**src/rtl/alt_pkg.sv**
```systemverilog
// Shared types and constants for the advisory lock table.
package alt_pkg;

    localparam int MODE_W        = 2;
    localparam int HOLDER_W      = 7;
    localparam int KEY_W         = 32;
    localparam int SLOT_OUT_W    = 5;

    // bit positions inside the mode field
    localparam int MODE_EXCL_BIT    = 0;
    localparam int MODE_RELEASE_BIT = 1;

    typedef enum logic [1:0] {
        ST_GRANTED  = 2'd0,
        ST_CONFLICT = 2'd1,
        ST_NO_SLOT  = 2'd2,
        ST_RELEASED = 2'd3
    } t_status;

    typedef enum logic [1:0] {
        S_IDLE,
        S_MOD,
        S_SCAN,
        S_COMMIT
    } t_state;

    typedef struct packed {
        logic [MODE_W-1:0]   mode;
        logic [HOLDER_W-1:0] holder_id;
        logic [KEY_W-1:0]    lock_key;
    } t_req;

    typedef struct packed {
        t_status                 status;
        logic                    wake_waiters;
        logic [SLOT_OUT_W-1:0]   slot_used;
    } t_rsp;

    typedef struct packed {
        logic [HOLDER_W-1:0] holder;
        logic [KEY_W-1:0]    key;
        logic                excl;
    } t_entry;

endpackage

```
**src/rtl/alt_holder_mod.sv**
```systemverilog
// Holder id reduced modulo the holder count through a constant lookup table.
module alt_holder_mod #(
    parameter int HOLDER_COUNT = 128
) (
    input  logic                           i_clk,
    input  logic                           i_rst_n,
    input  logic                           i_load,
    input  logic [alt_pkg::HOLDER_W-1:0]   i_holder,
    output logic                           o_done,
    output logic [alt_pkg::HOLDER_W-1:0]   o_who
);
    import alt_pkg::*;

    localparam int HOLDER_VALUES = 2 ** HOLDER_W;
    localparam int MOD_TBL_W     = HOLDER_VALUES * HOLDER_W;

    // residue of every possible holder id, built at elaboration
    function automatic logic [MOD_TBL_W-1:0] build_mod_tbl();
        logic [MOD_TBL_W-1:0] tbl;
        tbl = '0;
        for (int i = 0; i < HOLDER_VALUES; i++) begin
            tbl[i*HOLDER_W +: HOLDER_W] = HOLDER_W'(i % HOLDER_COUNT);
        end
        return tbl;
    endfunction

    localparam logic [MOD_TBL_W-1:0] MOD_TBL = build_mod_tbl();

    logic [HOLDER_W-1:0] r_who;
    logic                r_done;

    always_ff @(posedge i_clk) begin
        if (!i_rst_n) begin
            r_done <= 1'b0;
        end else begin
            r_done <= i_load;
        end
    end

    always_ff @(posedge i_clk) begin
        if (i_load) begin
            r_who <= MOD_TBL[i_holder*HOLDER_W +: HOLDER_W];
        end
    end

    assign o_done = r_done;
    assign o_who  = r_who;

endmodule

```
**src/rtl/alt_entry_mem.sv**
```systemverilog
// Entry store: holder, key and exclusive mark, one write and one registered read port.
module alt_entry_mem #(
    parameter int DEPTH = 32
) (
    input  logic                      i_clk,
    input  logic                      i_we,
    input  logic [$clog2(DEPTH)-1:0]  i_waddr,
    input  alt_pkg::t_entry           i_wdata,
    input  logic [$clog2(DEPTH)-1:0]  i_raddr,
    output alt_pkg::t_entry           o_rdata
);
    import alt_pkg::*;

    t_entry r_mem [DEPTH];
    t_entry r_rdata;

    always_ff @(posedge i_clk) begin
        if (i_we) begin
            r_mem[i_waddr] <= i_wdata;
        end
        r_rdata <= r_mem[i_raddr];
    end

    assign o_rdata = r_rdata;

endmodule

```
**src/rtl/advisory_lock_table.sv**
```systemverilog
// Advisory lock table top level: request sequencer, slot scan and commit.
//
//  channel   direction  handshake              payload
//  request   in         start, busy            i_req (t_req)
//  result    out        o_rsp_valid (strobe)   o_rsp (t_rsp)
//
// A request passes from accept to the result strobe through the holder reduction
// table lookup, the scan through the entry memory's single read port, and the
// commit.
// busy is high from accept until the result strobe; one request at a time.
// Synchronous active-low reset empties the table; no clearing pass is needed.
// The result is held for exactly one cycle; the receiver cannot stall it.
module advisory_lock_table #(
    parameter int LOCK_SLOTS   = 32,
    parameter int HOLDER_COUNT = 128
) (
    input  logic          i_clk,
    input  logic          i_rst_n,
    input  logic          start,
    output logic          busy,
    input  alt_pkg::t_req i_req,
    output logic          o_rsp_valid,
    output alt_pkg::t_rsp o_rsp
);
    import alt_pkg::*;

    localparam int IDX_W = $clog2(LOCK_SLOTS);
    localparam int CNT_W = $clog2(LOCK_SLOTS + 1);
    localparam logic [CNT_W-1:0] SCAN_END = CNT_W'(LOCK_SLOTS);

    t_state                r_state, n_state;
    t_req                  r_req, n_req;
    logic [HOLDER_W-1:0]   r_who, n_who;
    logic [CNT_W-1:0]      r_idx, n_idx;
    logic [IDX_W-1:0]      r_cmp_idx, n_cmp_idx;
    logic                  r_cmp_vld, n_cmp_vld;
    logic [LOCK_SLOTS-1:0] r_valid, n_valid;
    logic [LOCK_SLOTS-1:0] r_mark, n_mark;
    logic                  r_conflict, n_conflict;
    logic                  r_have_free, n_have_free;
    logic                  r_have_own, n_have_own;
    logic [IDX_W-1:0]      r_first_free, n_first_free;
    logic [IDX_W-1:0]      r_own, n_own;
    t_rsp                  r_rsp, n_rsp;
    logic                  r_rsp_valid, n_rsp_valid;

    logic                  mod_load;
    logic                  mod_done;
    logic [HOLDER_W-1:0]   mod_who;
    logic                  mem_we;
    logic [IDX_W-1:0]      wr_addr;
    t_entry                wr_entry;
    t_entry                rd_entry;
    logic [IDX_W+SLOT_OUT_W-1:0] slot_ext;

    alt_holder_mod #(
        .HOLDER_COUNT (HOLDER_COUNT)
    ) u_mod (
        .i_clk    (i_clk),
        .i_rst_n  (i_rst_n),
        .i_load   (mod_load),
        .i_holder (r_req.holder_id),
        .o_done   (mod_done),
        .o_who    (mod_who)
    );

    alt_entry_mem #(
        .DEPTH (LOCK_SLOTS)
    ) u_mem (
        .i_clk   (i_clk),
        .i_we    (mem_we),
        .i_waddr (wr_addr),
        .i_wdata (wr_entry),
        .i_raddr (r_idx[IDX_W-1:0]),
        .o_rdata (rd_entry)
    );

    always_comb begin
        n_state      = r_state;
        n_req        = r_req;
        n_who        = r_who;
        n_idx        = r_idx;
        n_cmp_idx    = r_cmp_idx;
        n_cmp_vld    = r_cmp_vld;
        n_valid      = r_valid;
        n_mark       = r_mark;
        n_conflict   = r_conflict;
        n_have_free  = r_have_free;
        n_have_own   = r_have_own;
        n_first_free = r_first_free;
        n_own        = r_own;
        n_rsp        = r_rsp;
        n_rsp_valid  = 1'b0;
        mod_load     = 1'b0;
        mem_we       = 1'b0;
        wr_addr      = r_have_own ? r_own : r_first_free;
        wr_entry     = '{holder: r_who, key: r_req.lock_key,
                         excl: r_req.mode[MODE_EXCL_BIT]};
        slot_ext     = (IDX_W + SLOT_OUT_W)'(wr_addr);

        unique case (r_state)
            S_IDLE: begin
                if (start) begin
                    n_req   = i_req;
                    n_state = S_MOD;
                end
            end
            S_MOD: begin
                // the reduction unit is loaded in the first cycle here
                mod_load = !mod_done && (r_idx != '1);
                if (mod_load) begin
                    n_idx = '1;
                end
                if (mod_done) begin
                    n_who        = mod_who;
                    n_idx        = '0;
                    n_cmp_vld    = 1'b0;
                    n_mark       = '0;
                    n_conflict   = 1'b0;
                    n_have_free  = 1'b0;
                    n_have_own   = 1'b0;
                    n_first_free = '0;
                    n_own        = '0;
                    n_state      = S_SCAN;
                end
            end
            S_SCAN: begin
                // the memory read is registered, so each compare uses the previous scan index
                if (r_cmp_vld) begin
                    if (!r_valid[r_cmp_idx]) begin
                        if (!r_have_free) begin
                            n_first_free = r_cmp_idx;
                            n_have_free  = 1'b1;
                        end
                    end else if (rd_entry.holder == r_who) begin
                        n_own             = r_cmp_idx;
                        n_have_own        = 1'b1;
                        n_mark[r_cmp_idx] = 1'b1;
                    end else if (rd_entry.key == r_req.lock_key &&
                                 (r_req.mode[MODE_EXCL_BIT] || rd_entry.excl)) begin
                        n_conflict = 1'b1;
                    end
                end
                n_cmp_idx = r_idx[IDX_W-1:0];
                n_cmp_vld = (r_idx != SCAN_END);
                if (r_idx != SCAN_END) begin
                    n_idx = r_idx + 1'b1;
                end else begin
                    n_state = S_COMMIT;
                end
            end
            S_COMMIT: begin
                n_rsp_valid = 1'b1;
                n_state     = S_IDLE;
                priority if (r_req.mode[MODE_RELEASE_BIT]) begin
                    n_valid = r_valid & ~r_mark;
                    n_rsp   = '{status: ST_RELEASED, wake_waiters: |r_mark,
                                slot_used: '0};
                end else if (r_conflict) begin
                    n_rsp   = '{status: ST_CONFLICT, wake_waiters: 1'b0,
                                slot_used: '0};
                end else if (!r_have_own && !r_have_free) begin
                    n_rsp   = '{status: ST_NO_SLOT, wake_waiters: 1'b0,
                                slot_used: '0};
                end else begin
                    // keep the holder's last entry, drop its duplicates
                    mem_we  = 1'b1;
                    n_valid = (r_valid & ~r_mark) | (LOCK_SLOTS'(1) << wr_addr);
                    n_rsp   = '{status: ST_GRANTED, wake_waiters: 1'b1,
                                slot_used: slot_ext[SLOT_OUT_W-1:0]};
                end
            end
            default: begin
                n_state = S_IDLE;
            end
        endcase
    end

    always_ff @(posedge i_clk) begin
        if (!i_rst_n) begin
            r_state     <= S_IDLE;
            r_valid     <= '0;
            r_rsp_valid <= 1'b0;
            r_cmp_vld   <= 1'b0;
            r_idx       <= '0;
        end else begin
            r_state     <= n_state;
            r_valid     <= n_valid;
            r_rsp_valid <= n_rsp_valid;
            r_cmp_vld   <= n_cmp_vld;
            r_idx       <= (r_state == S_IDLE) ? '0 : n_idx;
        end
    end

    always_ff @(posedge i_clk) begin
        r_req        <= n_req;
        r_who        <= n_who;
        r_cmp_idx    <= n_cmp_idx;
        r_mark       <= n_mark;
        r_conflict   <= n_conflict;
        r_have_free  <= n_have_free;
        r_have_own   <= n_have_own;
        r_first_free <= n_first_free;
        r_own        <= n_own;
        r_rsp        <= n_rsp;
    end

    assign busy        = (r_state != S_IDLE);
    assign o_rsp_valid = r_rsp_valid;
    assign o_rsp       = r_rsp;

    a_rsp_pulse: assert property (@(posedge i_clk) disable iff (!i_rst_n)
        r_rsp_valid |=> !r_rsp_valid)
        else $error("result strobe longer than one cycle");

    a_commit_rsp: assert property (@(posedge i_clk) disable iff (!i_rst_n)
        (r_state == S_COMMIT) |=> (r_rsp_valid && r_state == S_IDLE))
        else $error("commit did not produce a result");

    a_accept_busy: assert property (@(posedge i_clk) disable iff (!i_rst_n)
        (start && !busy) |=> busy)
        else $error("accepted request did not raise busy");

    a_refused_quiet: assert property (@(posedge i_clk) disable iff (!i_rst_n)
        (r_rsp_valid && (r_rsp.status == ST_CONFLICT || r_rsp.status == ST_NO_SLOT))
        |-> (!r_rsp.wake_waiters && r_rsp.slot_used == '0))
        else $error("refused request reported wake or slot");

    a_grant_valid: assert property (@(posedge i_clk) disable iff (!i_rst_n)
        (r_state == S_COMMIT && mem_we) |=> r_valid[$past(wr_addr)])
        else $error("granted slot not marked valid");

endmodule
```
**config.mk**
```make
export PLATFORM = sky130hd
export DESIGN_NAME = advisory_lock_table
export DESIGN_NICKNAME = d
export VERILOG_FILES = /design/src/rtl/alt_pkg.sv /design/src/rtl/alt_holder_mod.sv /design/src/rtl/alt_entry_mem.sv /design/src/rtl/advisory_lock_table.sv
export SDC_FILE = /design/constraint.sdc
export NUM_CORES = 2
export LEC_CHECK = 0
export BUFFER_PORTS_ARGS = -buffer_cell sky130_fd_sc_hd__buf_2
export CORE_ASPECT_RATIO = 1.4
export CORE_MARGIN = 8
export CORE_UTILIZATION = 60
export DETAILED_ROUTE_END_ITERATION = 16
export GPL_TIMING_DRIVEN = 0
export PLACE_DENSITY = 0.85
export SYNTH_ARGS = -nofsm -noshare
export SYNTH_HDL_FRONTEND = slang
export SYNTH_SLANG_ARGS = --single-unit
```
**constraint.sdc**
```tcl
create_clock -name i_clk -period 13.5 [get_ports i_clk]
set_clock_uncertainty 0.15 [all_clocks]
set_input_delay 1.35 -clock i_clk [delete_from_list [all_inputs] [get_ports i_clk]]
set_output_delay 1.35 -clock i_clk [all_outputs]
set_load 0.01 [all_outputs]
```
==> metrics <==
drt drc=0; Post-synth top flop=edfxtp_1; post_cts resized=0; post-CTS setup buffer count=0; Post-Synthesis Mean Instance Area=22.6 sq um; Boundary Pins=54; reg-to-reg slack, setup=8920 ps; initial antenna violation count=2; status=finished with violations; worst hold-check path type=reg2reg; area share of the largest cell type after synthesis=0.747; clock latency on the worst-skew pair=780 ps; Final Routed Wirelength=165000 microns; num rows=about 130; yosys warns=0; CTS Root Cell=clkbuf_16; commonest non-fill, non-tap cells in the layout=edfxtp_1, mux4_2, clkbuf_16; Multi-input gate area=12200 sq um; filler instances=4927; full die area=104000 sq um; # Max-Cap Violations=1; layout cells sized above 1=0.301; Max Fclk=218 MHz; Max-slew headroom=-0.0415; grt ovf=0; cells after synthesis=2475; slew of the pin with the lowest slew margin=1560 ps; DR WL/cell=40.5 microns; n_diodes=0; antenna-violating nets left=0; Max clock buf depth=3; initial core utilization=0.606; commonest non-fill, non-tap cell in the layout=edfxtp_1; Cell Area, Synth=56000 sq um; RSZ-0062 raised after global routing=no; Arr. time, crit path=a little over 5000 ps; fin crit share=0.340; Static Leak=19.5 nW; vias in the first global route=around 31k; GPL Wtd Cong=0.879; synth unique cells=47; Period minus WS final=4580 ps; area growth from synthesis to layout=14.1%; critical path class=reg2reg; drt via density=7.40; synthesized flop and latch total=between 1k and 1.5k; final setup fails=0; P per Cell Area=175 nW/um^2; CTS Sinks=1476; Syn Nets=between 2k and 3k; Area contributors post-synth=edfxtp_1, mux4_2, dfxtp_1; CORE AREA=92500 sq um; TritonRoute pass-1 iters=6; total CTS buffers=about 130; hpwl dp=95100 microns; Buffers on Ports=52; Reg area=~43000 sq um; final hold slack=274 ps; Post-synth EDFFs=1393; Die Wd=between 200 and 300 microns; Worst-path clk slew=70 ps; Setup TNS Final=0 ps; First DRT Iteration DRCs=5272; ys async rst share=0; CTS tree=done; Seq/Total Area, Yosys=0.776; htree depth=4; worst vdd ir=180 uV; final net count=2805; first-pass GRT wire length=230000 microns; Synth area leader=edfxtp_1; Die Ht=378 microns; startpoint types=flip-flop; maximum fanout along the worst path=10; largest net degree at the start of global routing=39; hold buffer count at CTS=0; GRT Util Overall=0.320; routed via count=30.1k; Crit path required time=14000 ps; failing checks=capacitance limit, slew limit; crit path capture type=flip-flop; Slew Limit Fails=11; count of final hold-check violations=0
sequential cells by signal (all words and copies together) (netlist names):
name and count:
o_rsp_valid 1, u_mod.o_done 1, r_who 7, r_conflict 1, r_cmp_vld 1, u_mem.r_mem 1280, r_state 2, r_own 5
r_valid 32, r_first_free 5, r_have_own 1, r_idx 6, r_req 41, r_cmp_idx 5, r_mark 32, u_mem.o_rdata 40
o_rsp 8, r_have_free 1, u_mod.o_who 7
area by class of cell:
class / instances / area share
buffer: 118 / 0.00828
clock buffer: 164 / 0.0563
clock inverter: 77 / 0.0123
inverter: 7 / 0.000411
multi-input combinational: 874 / 0.191
sequential: 1476 / 0.680
tap: 1206 / 0.0236
timing repair buffer: 146 / 0.0276
path summary, 6_finish.rpt:
kind,from,to,cells past startpoint
max reg2reg,r_idx[1]$_SDFFE_PP0P_,r_idx[0]$_SDFFE_PP0P_,11
min reg2reg,u_mod.o_who[5]$_DFFE_PP_,r_who[5]$_DFFE_PP_,0
max,r_idx[1]$_SDFFE_PP0P_,r_idx[0]$_SDFFE_PP0P_,11
min,u_mod.o_who[5]$_DFFE_PP_,r_who[5]$_DFFE_PP_,0
power by group:
part	switching, W	internal, W	total (W)
sequential	0.000267	0.00533	0.00559
clock	0.00173	0.00216	0.00389
combinational	0.000994	0.000736	0.00173
total	0.00299	0.00822	0.0112
per-stage QoR:
step           std cells  instance area [sq um]  total power, W  setup WS (ps)   util
3_3_place_gp        3733                  57800         0.00717           3650  0.625
6_report            4068                  63900          0.0112           8920  0.691
4_1_cts             4068                  63900          0.0112           9100  0.691
5_1_grt             4068                  63900          0.0114           8900  0.691
2_1_floorplan       2475                  56000         0.00665           8550      -
3_5_place_dp        3827                  59500         0.00728           9300  0.644
routing by layer:
layer / up-vias / GRT usage / part of all wire
li1: 10900 / - / -
met1: 15200 / 0.367 / 0.30
met2: 3124 / 0.521 / 0.49
met3: 867 / 0.0794 / 0.12
met4: 2 / 0.238 / 0.093
met5: - / 0 / 0.000079
critical path: stages (launching register included):
cell	delay [ps]
dfxtp_1	420
clkbuf_1	550
clkbuf_1	650
clkbuf_1	660
inv_1	130
ha_1	230
nor4b_1	160
a21oi_1	310
o22a_1	390
o21ai_0	350
a22oi_1	370
nor2_1	90
Yosys cell counts (19+ instances only):
master	number
dfxtp_1	83
nor2_1	116
nand2_1	42
a21oi_1	38
buf_1	21
mux2i_1	19
mux2_2	42
nor3_1	27
xnor2_1	33
clkbuf_1	64
buf_2	21
edfxtp_1	1393
nor2b_1	26
mux4_2	401
cells by family (layout without fill, tap and decap cells):
logic type | count (synthesis) | in the layout | synth area share
and+or+nand+nor | 274 | 274 | 0.0231
xor gates and xnor gates | 40 | 40 | 0.00625
buffers and inverters | 125 | 512 | 0.00991
adders and majority gates | 6 | 6 | 0.00134
muxes | 462 | 462 | 0.173
AOI/OAI and AO/OA | 92 | 92 | 0.0102
DFF | 1476 | 1476 | 0.776
No activity file was read; power rests on OpenSTA's default activity.
